==> src/hw/rtl/bwlp_pkg.sv <==
package bwlp_pkg;

    localparam int COEF_WIDTH          = 20;
    localparam int SAMPLE_WIDTH_DEF    = 16;
    localparam int COEF_FRAC_BITS_DEF  = 16;
    localparam int STATE_WIDTH_DEF     = 32;
    localparam int CFG_INDEX_WIDTH     = 2;
    localparam int PC_WIDTH            = 3;

    // register map
    typedef enum logic [CFG_INDEX_WIDTH-1:0] {
        REG_ENABLE = 2'd0,
        REG_B0     = 2'd1,
        REG_A1     = 2'd2,
        REG_A2     = 2'd3
    } t_reg_idx;

    // multiplier operand pair
    typedef enum logic [1:0] {
        MUL_NONE = 2'd0,
        MUL_D1A1 = 2'd1,
        MUL_D2A2 = 2'd2,
        MUL_SB0  = 2'd3
    } t_mul_op;

    typedef enum logic [1:0] {
        ACC_HOLD = 2'd0,
        ACC_LOAD = 2'd1,
        ACC_SUB  = 2'd2
    } t_acc_op;

    typedef enum logic [1:0] {
        OUT_NONE = 2'd0,
        OUT_FILT = 2'd1,
        OUT_BYP  = 2'd2
    } t_out_sel;

    typedef enum logic [1:0] {
        JMP_NEXT   = 2'd0,
        JMP_BYPASS = 2'd1,
        JMP_END    = 2'd2
    } t_jump;

    // program addresses
    localparam logic [PC_WIDTH-1:0] STEP_DISPATCH = 3'd0;
    localparam logic [PC_WIDTH-1:0] STEP_MAC_A2   = 3'd1;
    localparam logic [PC_WIDTH-1:0] STEP_MAC_END  = 3'd2;
    localparam logic [PC_WIDTH-1:0] STEP_DELAY    = 3'd3;
    localparam logic [PC_WIDTH-1:0] STEP_GAIN     = 3'd4;
    localparam logic [PC_WIDTH-1:0] STEP_OUT      = 3'd5;
    localparam logic [PC_WIDTH-1:0] STEP_BYPASS   = 3'd6;

    typedef struct packed {
        t_mul_op               mul_op;
        t_acc_op               acc_op;
        logic                  ld_w;
        t_out_sel              out_sel;
        t_jump                 jump;
        logic [PC_WIDTH-1:0]   target;
    } t_uword;

    // sequencer -> datapath
    typedef struct packed {
        t_mul_op  mul_op;
        t_acc_op  acc_op;
        logic     ld_w;
        logic     fin_filt;
        logic     fin_byp;
    } t_ctrl;

    function automatic t_uword ucode(input logic [PC_WIDTH-1:0] pc);
        t_uword w;
        w = '{MUL_NONE, ACC_HOLD, 1'b0, OUT_NONE, JMP_NEXT, STEP_DISPATCH};
        unique case (pc)
            STEP_DISPATCH: w = '{MUL_D1A1, ACC_LOAD, 1'b0, OUT_NONE, JMP_BYPASS, STEP_BYPASS};
            STEP_MAC_A2:   w = '{MUL_D2A2, ACC_SUB,  1'b0, OUT_NONE, JMP_NEXT, STEP_DISPATCH};
            STEP_MAC_END:  w = '{MUL_NONE, ACC_SUB,  1'b0, OUT_NONE, JMP_NEXT, STEP_DISPATCH};
            STEP_DELAY:    w = '{MUL_NONE, ACC_HOLD, 1'b1, OUT_NONE, JMP_NEXT, STEP_DISPATCH};
            STEP_GAIN:     w = '{MUL_SB0,  ACC_HOLD, 1'b0, OUT_NONE, JMP_NEXT, STEP_DISPATCH};
            STEP_OUT:      w = '{MUL_NONE, ACC_HOLD, 1'b0, OUT_FILT, JMP_END, STEP_DISPATCH};
            STEP_BYPASS:   w = '{MUL_NONE, ACC_HOLD, 1'b0, OUT_BYP,  JMP_END, STEP_DISPATCH};
            default:       w = '{MUL_NONE, ACC_HOLD, 1'b0, OUT_NONE, JMP_END, STEP_DISPATCH};
        endcase
        return w;
    endfunction

endpackage

==> src/hw/rtl/bwlp_seq.sv <==
module bwlp_seq (
    input  logic               i_clk,
    input  logic               i_rst_n,
    input  logic               i_start,
    input  logic               i_enable,
    input  logic               i_out_free,
    output logic               o_busy,
    output bwlp_pkg::t_ctrl    o_ctrl
);

    logic [bwlp_pkg::PC_WIDTH-1:0] r_pc, n_pc;
    logic                          r_busy, n_busy;
    bwlp_pkg::t_uword              uw;

    assign uw = bwlp_pkg::ucode(r_pc);

    always_comb begin
        n_pc   = r_pc;
        n_busy = r_busy;
        if (!r_busy) begin
            if (i_start) begin
                n_busy = 1'b1;
                n_pc   = bwlp_pkg::STEP_DISPATCH;
            end
        end else begin
            unique case (uw.jump)
                bwlp_pkg::JMP_NEXT: begin
                    n_pc = r_pc + bwlp_pkg::PC_WIDTH'(1);
                end
                bwlp_pkg::JMP_BYPASS: begin
                    n_pc = i_enable ? r_pc + bwlp_pkg::PC_WIDTH'(1) : uw.target;
                end
                bwlp_pkg::JMP_END: begin
                    // hold on the last step until the result register is free
                    if (i_out_free) begin
                        n_busy = 1'b0;
                    end
                end
                default: begin
                    n_busy = 1'b0;
                end
            endcase
        end
    end

    always_ff @(posedge i_clk) begin
        if (!i_rst_n) begin
            r_pc   <= bwlp_pkg::STEP_DISPATCH;
            r_busy <= 1'b0;
        end else begin
            r_pc   <= n_pc;
            r_busy <= n_busy;
        end
    end

    always_comb begin
        o_ctrl.mul_op   = r_busy ? uw.mul_op : bwlp_pkg::MUL_NONE;
        o_ctrl.acc_op   = r_busy ? uw.acc_op : bwlp_pkg::ACC_HOLD;
        o_ctrl.ld_w     = r_busy & uw.ld_w;
        o_ctrl.fin_filt = r_busy & (uw.out_sel == bwlp_pkg::OUT_FILT) & i_out_free;
        o_ctrl.fin_byp  = r_busy & (uw.out_sel == bwlp_pkg::OUT_BYP) & i_out_free;
    end

    assign o_busy = r_busy;

endmodule

==> src/hw/rtl/bwlp_dp.sv <==
module bwlp_dp #(
    parameter int SAMPLE_WIDTH   = bwlp_pkg::SAMPLE_WIDTH_DEF,
    parameter int COEF_FRAC_BITS = bwlp_pkg::COEF_FRAC_BITS_DEF,
    parameter int STATE_WIDTH    = bwlp_pkg::STATE_WIDTH_DEF
) (
    input  logic                                    i_clk,
    input  logic                                    i_rst_n,
    input  logic                                    i_load,
    input  logic signed [SAMPLE_WIDTH-1:0]          i_x,
    input  bwlp_pkg::t_ctrl                         i_ctrl,
    input  logic signed [bwlp_pkg::COEF_WIDTH-1:0]  i_b0,
    input  logic signed [bwlp_pkg::COEF_WIDTH-1:0]  i_a1,
    input  logic signed [bwlp_pkg::COEF_WIDTH-1:0]  i_a2,
    output logic signed [SAMPLE_WIDTH-1:0]          o_y,
    output logic                                    o_sat,
    output logic                                    o_sub
);

    localparam int CW    = bwlp_pkg::COEF_WIDTH;
    localparam int SW    = SAMPLE_WIDTH;
    localparam int CF    = COEF_FRAC_BITS;
    localparam int STW   = STATE_WIDTH;
    localparam int SUM_W = STW + 2;
    localparam int P_W   = SUM_W + CW;
    localparam int AW0   = (STW + CW > SW + CF) ? STW + CW : SW + CF;
    localparam int ACC_W = ((AW0 > STW + CF) ? AW0 : STW + CF) + 2;
    localparam int Y_W   = (P_W + 1 > CF + SW + 1) ? P_W + 1 : CF + SW + 1;

    localparam logic [ACC_W-1:0] ACC_HALF = {{(ACC_W-1){1'b0}}, 1'b1} << (CF - 1);
    localparam logic [Y_W-1:0]   Y_HALF   = {{(Y_W-1){1'b0}}, 1'b1} << (CF - 1);
    localparam logic [SW-1:0]    Y_MAX    = {1'b0, {(SW-1){1'b1}}};
    localparam logic [SW-1:0]    Y_MIN    = {1'b1, {(SW-1){1'b0}}};

    logic signed [SW-1:0]    r_x;
    logic signed [STW-1:0]   r_d1, r_d2, r_w;
    logic                    r_sub;
    logic signed [SUM_W-1:0] r_sum;
    logic signed [P_W-1:0]   r_prod;
    logic signed [ACC_W-1:0] r_acc, n_acc;

    logic signed [SUM_W-1:0] mul_a;
    logic signed [CW-1:0]    mul_b;
    logic signed [P_W-1:0]   prod_c;
    logic signed [ACC_W-1:0] acc_x;

    logic [ACC_W-1:CF+STW-1] w_hi;
    logic                    w_fit;
    logic signed [STW-1:0]   w_sel;
    logic signed [SUM_W-1:0] n_sum;

    logic signed [Y_W-1:0]   y_acc;
    logic [Y_W-1:CF+SW-1]    y_hi;
    logic                    y_fit;
    logic signed [SW-1:0]    y_clip;

    // shared multiplier
    always_comb begin
        unique case (i_ctrl.mul_op)
            bwlp_pkg::MUL_D1A1: begin
                mul_a = SUM_W'(r_d1);
                mul_b = i_a1;
            end
            bwlp_pkg::MUL_D2A2: begin
                mul_a = SUM_W'(r_d2);
                mul_b = i_a2;
            end
            default: begin
                mul_a = r_sum;
                mul_b = i_b0;
            end
        endcase
    end

    assign prod_c = mul_a * mul_b;

    // x in Q.CF with the rounding half folded in
    assign acc_x = (ACC_W'(r_x) <<< CF) + $signed(ACC_HALF);

    always_comb begin
        unique case (i_ctrl.acc_op)
            bwlp_pkg::ACC_LOAD: n_acc = acc_x;
            bwlp_pkg::ACC_SUB:  n_acc = r_acc - ACC_W'(r_prod);
            default:            n_acc = r_acc;
        endcase
    end

    // new delay value, replaced by the sample when out of range
    assign w_hi  = r_acc[ACC_W-1:CF+STW-1];
    assign w_fit = (&w_hi) | ~(|w_hi);
    assign w_sel = w_fit ? r_acc[CF+STW-1:CF] : STW'(r_x);
    assign n_sum = SUM_W'(w_sel) + (SUM_W'(r_d1) <<< 1) + SUM_W'(r_d2);

    // output rounding and clipping
    assign y_acc  = Y_W'(r_prod) + $signed(Y_HALF);
    assign y_hi   = y_acc[Y_W-1:CF+SW-1];
    assign y_fit  = (&y_hi) | ~(|y_hi);
    assign y_clip = y_fit ? y_acc[CF+SW-1:CF] : (y_acc[Y_W-1] ? $signed(Y_MIN) : $signed(Y_MAX));

    assign o_y   = i_ctrl.fin_byp ? r_x : y_clip;
    assign o_sat = ~i_ctrl.fin_byp & ~y_fit;
    assign o_sub = ~i_ctrl.fin_byp & r_sub;

    always_ff @(posedge i_clk) begin
        if (!i_rst_n) begin
            r_d1 <= '0;
            r_d2 <= '0;
        end else if (i_ctrl.fin_filt) begin
            r_d2 <= r_d1;
            r_d1 <= r_w;
        end
    end

    always_ff @(posedge i_clk) begin
        if (i_load) begin
            r_x <= i_x;
        end
        if (i_ctrl.mul_op != bwlp_pkg::MUL_NONE) begin
            r_prod <= prod_c;
        end
        r_acc <= n_acc;
        if (i_ctrl.ld_w) begin
            r_w   <= w_sel;
            r_sub <= ~w_fit;
            r_sum <= n_sum;
        end
    end

endmodule

==> src/hw/rtl/butterworth_lowpass_biquad.sv <==
// Filtered item: accepted, then six program steps; the last step writes the result register.
// Bypassed item (enable clear): two steps, the last writes the sample unchanged into it.
// One item at a time: a new item is accepted only once the last has finished. The shared multiplier
// (three products per item) takes one step per cycle; the last step waits for the result register.
// Reset (i_rst_n low, synchronous): the configuration registers and both delay elements go to zero,
// the sequencer goes idle and no result is pending.
module butterworth_lowpass_biquad #(
    parameter int SAMPLE_WIDTH   = bwlp_pkg::SAMPLE_WIDTH_DEF,
    parameter int COEF_FRAC_BITS = bwlp_pkg::COEF_FRAC_BITS_DEF,
    parameter int STATE_WIDTH    = bwlp_pkg::STATE_WIDTH_DEF
) (
    input  logic                                        i_clk,
    input  logic                                        i_rst_n,
    // input samples
    input  logic                                        i_s_axis_tvalid,
    output logic                                        o_s_axis_tready,
    input  logic [((SAMPLE_WIDTH+7)/8)*8-1:0]           i_s_axis_tdata,  // sample_in
    // filtered samples
    output logic                                        o_m_axis_tvalid,
    input  logic                                        i_m_axis_tready,
    output logic [((SAMPLE_WIDTH+7)/8)*8-1:0]           o_m_axis_tdata,  // sample_out
    output logic [1:0]                                  o_m_axis_tuser,  // state_substituted, out_saturated
    // register writes
    input  logic                                        i_cfg_valid,
    output logic                                        o_cfg_ready,
    input  logic [bwlp_pkg::CFG_INDEX_WIDTH-1:0]        i_cfg_index,
    input  logic [bwlp_pkg::COEF_WIDTH-1:0]             i_cfg_data
);

    localparam int TDATA_W = ((SAMPLE_WIDTH + 7) / 8) * 8;
    localparam int CW      = bwlp_pkg::COEF_WIDTH;

    // configuration registers
    logic                  r_enable;
    logic signed [CW-1:0]  r_b0, r_a1, r_a2;

    // result register: lets the sequencer work on an item while the
    // previous result is still waiting downstream
    logic                           r_out_valid;
    logic signed [SAMPLE_WIDTH-1:0] r_out_y;
    logic                           r_out_sat, r_out_sub;

    logic                           busy;
    logic                           in_acc;
    logic                           out_free;
    bwlp_pkg::t_ctrl                ctrl;
    logic signed [SAMPLE_WIDTH-1:0] dp_y;
    logic                           dp_sat, dp_sub;

    assign o_cfg_ready     = 1'b1;
    assign o_s_axis_tready = ~busy;
    assign in_acc          = i_s_axis_tvalid & ~busy;
    assign out_free        = ~r_out_valid | i_m_axis_tready;

    always_ff @(posedge i_clk) begin
        if (!i_rst_n) begin
            r_enable <= 1'b0;
            r_b0     <= '0;
            r_a1     <= '0;
            r_a2     <= '0;
        end else if (i_cfg_valid) begin
            unique case (bwlp_pkg::t_reg_idx'(i_cfg_index))
                bwlp_pkg::REG_ENABLE: r_enable <= i_cfg_data[0];
                bwlp_pkg::REG_B0:     r_b0     <= i_cfg_data;
                bwlp_pkg::REG_A1:     r_a1     <= i_cfg_data;
                bwlp_pkg::REG_A2:     r_a2     <= i_cfg_data;
                default:              r_enable <= r_enable;
            endcase
        end
    end

    // step program: dispatch on enable, two MAC steps for the feedback,
    // delay update and sum, gain multiply, then round/clip into the result register
    bwlp_seq u_seq (
        .i_clk      (i_clk),
        .i_rst_n    (i_rst_n),
        .i_start    (in_acc),
        .i_enable   (r_enable),
        .i_out_free (out_free),
        .o_busy     (busy),
        .o_ctrl     (ctrl)
    );

    bwlp_dp #(
        .SAMPLE_WIDTH   (SAMPLE_WIDTH),
        .COEF_FRAC_BITS (COEF_FRAC_BITS),
        .STATE_WIDTH    (STATE_WIDTH)
    ) u_dp (
        .i_clk   (i_clk),
        .i_rst_n (i_rst_n),
        .i_load  (in_acc),
        .i_x     ($signed(i_s_axis_tdata[SAMPLE_WIDTH-1:0])),
        .i_ctrl  (ctrl),
        .i_b0    (r_b0),
        .i_a1    (r_a1),
        .i_a2    (r_a2),
        .o_y     (dp_y),
        .o_sat   (dp_sat),
        .o_sub   (dp_sub)
    );

    always_ff @(posedge i_clk) begin
        if (!i_rst_n) begin
            r_out_valid <= 1'b0;
        end else if (ctrl.fin_filt | ctrl.fin_byp) begin
            r_out_valid <= 1'b1;
        end else if (i_m_axis_tready) begin
            r_out_valid <= 1'b0;
        end
    end

    always_ff @(posedge i_clk) begin
        if (ctrl.fin_filt | ctrl.fin_byp) begin
            r_out_y   <= dp_y;
            r_out_sat <= dp_sat;
            r_out_sub <= dp_sub;
        end
    end

    assign o_m_axis_tvalid = r_out_valid;
    assign o_m_axis_tdata  = TDATA_W'($unsigned(r_out_y));
    assign o_m_axis_tuser  = {r_out_sub, r_out_sat};

endmodule

==> config.mk <==
export PLATFORM = sky130hd
export DESIGN_NAME = butterworth_lowpass_biquad
export DESIGN_NICKNAME = d
export VERILOG_FILES = /design/src/hw/rtl/bwlp_pkg.sv /design/src/hw/rtl/bwlp_seq.sv /design/src/hw/rtl/bwlp_dp.sv /design/src/hw/rtl/butterworth_lowpass_biquad.sv
export SDC_FILE = /design/constraint.sdc
export NUM_CORES = 2
export LEC_CHECK = 0
export BUFFER_PORTS_ARGS = -buffer_cell sky130_fd_sc_hd__buf_2
export CAP_MARGIN = 20
export CORE_UTILIZATION = 60
export DETAILED_ROUTE_END_ITERATION = 8
export HOLD_SLACK_MARGIN = 0.06
export PLACE_DENSITY = 0.76
export SYNTH_ARGS = -nofsm -noshare
export SYNTH_HDL_FRONTEND = slang
export SYNTH_SLANG_ARGS = --single-unit
==> constraint.sdc <==
create_clock -name i_clk -period 9.5 [get_ports i_clk]
set_input_delay 0.475 -clock i_clk [delete_from_list [all_inputs] [get_ports i_clk]]
set_output_delay 0.475 -clock i_clk [all_outputs]
set_load 0.03 [all_outputs]
Word level (Yosys, flattened, before mapping)
Cells that the tools add are included.
W data, S select, Z words.
Word-level totals
  bits in registers: 339
  latch bits: 0
  memory bits (writable): 0
  ROM bits: 0
  input bits: 43
  output and inout bits: 21
  logic and storage cells: 99
  memories kept: 0
Operators by class
  add/subtract/negate cells: 6
  $mul: 1
  divide/modulo/power cells: 0
  magnitude comparators: 0
  eq/ne operators: 18
  shifts and indexed selects: 0
  multiplexer cells: 20
  bitwise operators: 19
  reductions and logical operators: 17
Operator list (count)
  $pmux W54 S2: 1
  $pmux W12 S7: 1
  $pmux W34 S2: 1
  $add A54 B17 Y55 const B: 1
  $mul A34 B20 Y54: 1
  $sub A54 B54 Y54: 1
  $mux W16: 3
  $pmux W20 S2: 1
  $add A32 B33 Y34: 1
  $add A34 B32 Y34: 1
  $add A32 B17 Y33 const B: 1
  $mux W32: 1
  $reduce_and A24 Y1: 1
  $reduce_or A24 Y1: 1
  $eq A2 B2 Y1 const B: 6
  $eq A2 B1 Y1 const B: 5
  $reduce_and A2 Y1: 5
  $eq A3 B3 Y1 const B: 3
  $mux W3: 3
  $and A1 B1 Y1: 8
  $reduce_bool A2 Y1: 4
  $not A1 Y1: 7
  $reduce_and A7 Y1: 1
  $reduce_or A7 Y1: 1
  12 further kinds: 22

Logic depth before layout (Yosys ltp)
  depth after elaboration: 7
  gate-level depth with buffers: 37
  gate-level depth less buffers: 34

By module
From an unflattened synthesis, not the netlist that was laid out.
Unflattened totals
  cell total of the unflattened synthesis: 4645
  area total of the unflattened synthesis: 42936.2 um^2
Modules (own cells, without submodules)
  bwlp_dp: instances 1, cells an instance 4354, area an instance 39731.9 um^2, sequential area each 7016.7 um^2
  butterworth_lowpass_biquad: instances 1, cells an instance 252, area an instance 2874.0 um^2, sequential area each 1781.7 um^2
  bwlp_seq: instances 1, cells an instance 39, area an instance 330.3 um^2, sequential area each 80.1 um^2

Worst setup path after synthesis
No wires, ideal clock.
  kind: register to register
  start point: register u_seq.r_pc[0] (netlist bit)
  end point: register u_dp.r_prod[51], data pin
  setup time: 265 ps
  arrival time: 8422 ps
  data required time: 9235 ps
  setup slack: 813 ps
  stages on the path, launching flop included: 37
  path buffers: 5
  clock period less this slack: 8687 ps
  path through: dfxtp_1 -> inv_1 -> ha_1 -> mux2_2 -> nand2_1 -> ha_1 -> clkbuf_1 -> clkbuf_1 -> inv_1 -> clkbuf_1 -> o21ai_1 -> clkbuf_1 -> nor2_1 -> fa_1 -> inv_1 -> fa_1 -> inv_1 -> fa_1 -> inv_1 -> fa_1 -> inv_1 -> fa_1 -> inv_1 -> fa_1 -> inv_1 -> fa_1 -> ha_1 -> clkbuf_1 -> a21o_1 -> a21o_1 -> a21oi_1 -> o21bai_1 -> a21oi_1 -> o21bai_1 -> a21oi_1 -> o21ai_0 -> xor2_1
On the way
  word-level cells in the longest chain between the ends: 6
  elaborated cells on any way between the ends: 14
  classes of those cells: mul (1); eq/ne (8); mux (4); reduce/logical (1)
Ends and longest elaborated chain
  from (decl): line bwlp_seq.sv:11  | logic [bwlp_pkg::PC_WIDTH-1:0] r_pc, n_pc;
  from (signal assigned): line bwlp_seq.sv:48  | r_pc <= bwlp_pkg::STEP_DISPATCH;
  from (signal assigned): line bwlp_seq.sv:51  | r_pc <= n_pc;
  $eq A3 B3 Y1, or another cell as far along: line bwlp_pkg.sv:74  | unique case (pc)
  $pmux W12 S7 (*): line bwlp_pkg.sv:74
  $mux W2 (*): line bwlp_seq.sv:57  | o_ctrl.mul_op = r_busy ? uw.mul_op : bwlp_pkg::MUL_NONE;
  $eq A2 B2 Y1 / $eq A2 B1 Y1 (equally long branches): line bwlp_dp.sv:58  | unique case (i_ctrl.mul_op)
  $pmux W34 S2 / $pmux W20 S2 (equally long branches): line bwlp_dp.sv:58
  $mul A34 B20 Y54 (*): line bwlp_dp.sv:74  | assign prod_c = mul_a * mul_b;
  net u_dp.prod_c[51]: line bwlp_dp.sv:43  | logic signed [P_W-1:0] prod_c;
  to (signal assigned): line bwlp_dp.sv:118  | r_prod <= prod_c;
  to (decl): line bwlp_dp.sv:38  | logic signed [P_W-1:0] r_prod;
The timed path passes the listed nets; every way through them passes the cells marked *.
A chain may end at the register's enable or synchronous reset.

Worst setup path in the final report
Same ends and word-level chain as after synthesis.

==> key figures <==
Detailed routing
  – DR WL/cell: about 21 um
  – Wirelength, routed: 120 mm
  – Via count: 33620
  – First-pass DRT Iterations: 8
  – Detail Route Antenna Nets: 0
  – Drt drc: 0
  – DR iter-0 viols: about 3000
  – DR vias/cell: 5.90

STA
  – Slew at the pin closest to its max-slew limit: 1180 ps
  – Worst slew margin: 20.8%
  – Max Fclk: approximately 110 MHz
  – Min Clock Period, post-route: 9210 ps
  – Crit share post-route: 96.9%
  – Worst hold slack: about 95 ps
  – Setup-failing EPs final: 0
  – Setup WS post-layout: about 290 ps
  – Final-report hold violation count: 0
  – Final Slew Violations: 0
  – Clk_skew: 21.5 ps

Placed design
  – Placed inst area: 44400 um^2
  – RD Place Congestion: between 0.9 and 1
  – Pre-CTS setup slack: 191 ps
  – Port Buffers: 62
  – Hpwl dp: around 95 mm

CTS
  – Clock Latency Late Sink: 550 ps
  – CTS Root Cell: clkbuf_16
  – Level count of the clock H-tree: 2
  – CTS tree: done
  – CTS Buf Count: 36
  – Clk pin slew, worst setup/hold paths: roughly 60 ps
  – CTS sink count: around 340
  – Clock Path Buffers: 3

Setup path
  – Cell repeated most along the worst path: fa_1
  – CP Max Fanout: 21
  – Critical Path AT: roughly 9500 ps
  – WS Path Type: register to register
  – CP endpoint kind: register
  – CP startpoint kind: register
  – CP peak stage delay: roughly 550 ps
  – Req. time, crit path: roughly 10000 ps
  – Worst path slowest cell: fa_1
  – R2R Setup Slk: 290 ps

Logic synthesis
  – Synth Net Count: about 5700
  – Dominant synthesized flop cell: edfxtp_1
  – Syn Inst Count: approximately 4700
  – Syn avg cell area: between 9 and 10 um^2
  – #FFs+latches synth: roughly 340
  – Asr flop ratio synth: 0%
  – Synthesized area: 42300 um^2
  – Synth area leader: fa_1
  – Synth area leaders: fa_1 33%, edfxtp_1 15%, inv_1 7.1%
  – Seq/Total Area, Yosys: 21.0%
  – Post-synth top area share: 33.4%
  – Post-synth EDFFs: 209
  – Yosys Warn Count: 0
  – Cell variety after synth: 89

Pwr
  – Leakage power: 21.3 nW
  – VDD IR-drop max: 579 uV
  – Power per cell area: 257 nW/um^2
  – Final Power: between 10 and 15 mW

GRT
  – Largest net degree at the start of global routing: just over 70
  – First-pass GRT wire length: about 190 mm
  – Vias in the first global route: roughly 34000
  – Grt ovf: 0
  – Initial antenna violation count: 0
  – Gr usage total: 34.5%

Cells and area
  – Area Growth Syn to Fin: 8.01%
  – Final instance area: about 46000 um^2
  – Ratio of cells with drive above 1 in the final layout: under 10%
  – Fin util: around 65%
  – Final layout net count: ~5700

Floorplan
  – Core Box Area: 69900 um^2
  – Initial Util: between 60% and 70%
  – Die height: between 200 and 300 um
  – Chip width: 268 um
  – # IOs: 64
  – # rows: between 90 and 100
  – DIE AREA: approximately 72000 um^2

Flow run
  – Total of max-cap violations: 0

Outcome
  – Outcome: complete, no violations

Worst hold path
  – Hold Crit Class: primary input to register
==> layout make-up <==
cell class / instances / area (um^2)
multi-input cells: 3333 / 29700
inverters: 809 / 3040
repair buffers: 215 / 1710
well taps: 940 / 1180
clock buffers: 42 / 966
flip-flops and latches: 339 / 8880
diodes: 1 / 2.50
clock inverters: 24 / 244
fillers: 5768 / 24200
==> sequential cells by signal, indices dropped and copies added, names as in the netlist <==
| register | flops |
|---|---|
| o_m_axis_tdata | 16 |
| r_b0 | 20 |
| u_dp.r_prod | 54 |
| u_dp.r_acc | 54 |
| r_a1 | 20 |
| r_a2 | 20 |
| u_dp.r_sub | 1 |
| r_out_sub | 1 |
| u_dp.r_d1 | 32 |
| u_dp.r_d2 | 32 |
| u_seq.r_pc | 3 |
| u_seq.o_busy | 1 |
| u_dp.r_x | 16 |
| o_m_axis_tvalid | 1 |
| u_dp.r_sum | 34 |
| r_enable | 1 |
| r_out_sat | 1 |
| u_dp.r_w | 32 |
==> per-layer routing <==
metal	wire length, um	global-route usage (%)	vias to the layer above
li1	-	-	14923
met1	44800	43.6	16591
met2	56600	56.5	1700
met3	10500	6.16	406
met4	8000	18.8	0
met5	0	0	-
==> final timing paths <==
check / cells past startpoint / start / to
hold / removal: 1 / i_s_axis_tdata[4] / u_dp.r_x[4]$_DFFE_PP_
setup reg to reg: 31 / u_seq.r_pc[0]$_SDFFE_PN0P_ / u_dp.r_prod[51]$_DFFE_PP_
hold reg to reg: 2 / r_a1[12]$_SDFFE_PN0P_ / r_a1[12]$_SDFFE_PN0P_
setup / recovery: 31 / u_seq.r_pc[0]$_SDFFE_PN0P_ / u_dp.r_prod[51]$_DFFE_PP_
==> layout by cell type (no fill, tap or decap), drive strengths merged, types with 78 or more instances in the layout <==
cell type / Yosys / routed
edfxtp: 209 / 209
nor2: 489 / 489
xnor2: 105 / 105
ha: 231 / 231
a21oi: 253 / 253
buf: 13 / 215
a21o: 78 / 78
fa: 706 / 706
inv: 807 / 813
nand2: 735 / 735
o21ai: 145 / 145
dfxtp: 130 / 130
==> critical path: cells and delay by family, from the launching register on <==
kind | cells | cell delay, ps
adder cells (fa/ha/maj) | 10 | 4310
AO/OA/AOI/OAI | 9 | 2470
buffers and inverters | 7 | 920
flip-flops | 1 | 430
AND/OR/NAND/NOR | 3 | 370
multiplexers | 1 | 300
XOR/XNOR | 1 | 150
==> Yosys cell counts, types with 9 or more instances <==
library cell / instances
and2_1: 15
o211ai_1: 9
nand2b_1: 32
nand2_1: 735
nor2_1: 489
nand4_1: 17
nor4_1: 14
nor2b_1: 18
dfxtp_1: 130
a31oi_1: 21
ha_1: 231
o31ai_1: 10
fa_1: 706
a211oi_1: 19
o21ai_1: 45
or3_1: 9
o21a_1: 68
nand3_1: 45
a211oi_2: 11
a21o_1: 78
mux2_2: 15
or2_2: 9
and3_1: 21
edfxtp_1: 209
o21ai_0: 100
nor3_1: 30
xnor2_1: 104
inv_1: 806
a21oi_1: 253
clkbuf_1: 188
o21bai_1: 18
xor2_1: 51
a22oi_1: 48
==> metrics by stage <==
| stage | cells | setup TNS [ps] |
|---|---|---|
| finish | 5703 | 0 |
| global route | 5702 | -19.0 |
| CTS | 5700 | 0 |
| detailed placement | 5634 | 0 |
| global placement | 5634 | 0 |
| floorplan | 4684 | 0 |
==> timing repair <==
item / in CTS / in global routing
gates resized for setup: 0 / 15
buffers inserted: 0 / 2
hold buffers: 0 / 0
setup endpoints to repair: 0 / 16
==> cell families (layout without fill, tap and decap cells) <==
group / Yosys count / in the layout / share of synthesized area [%]
buffers and inverters: 1012 / 1090 / 9.14
other: 1 / 2 / 0.00886
adders and majority gates: 937 / 937 / 40.2
muxes: 20 / 20 / 0.517
and+or+nand+nor: 1468 / 1468 / 14.6
AOI/OAI and AO/OA: 751 / 751 / 11.4
DFF: 339 / 339 / 21.0
xor gates and xnor gates: 156 / 156 / 3.24
==> where the power goes <==
part           internal, mW  total, mW  switching [mW]  leakage, nW
sequential             1.97       2.16           0.182         2.99
combinational          3.13       8.13            5.01         17.7
clock                 0.827       1.45           0.628        0.600
total                  5.93       11.7            5.82         21.3
No activity file was read; power rests on OpenSTA's default activity.
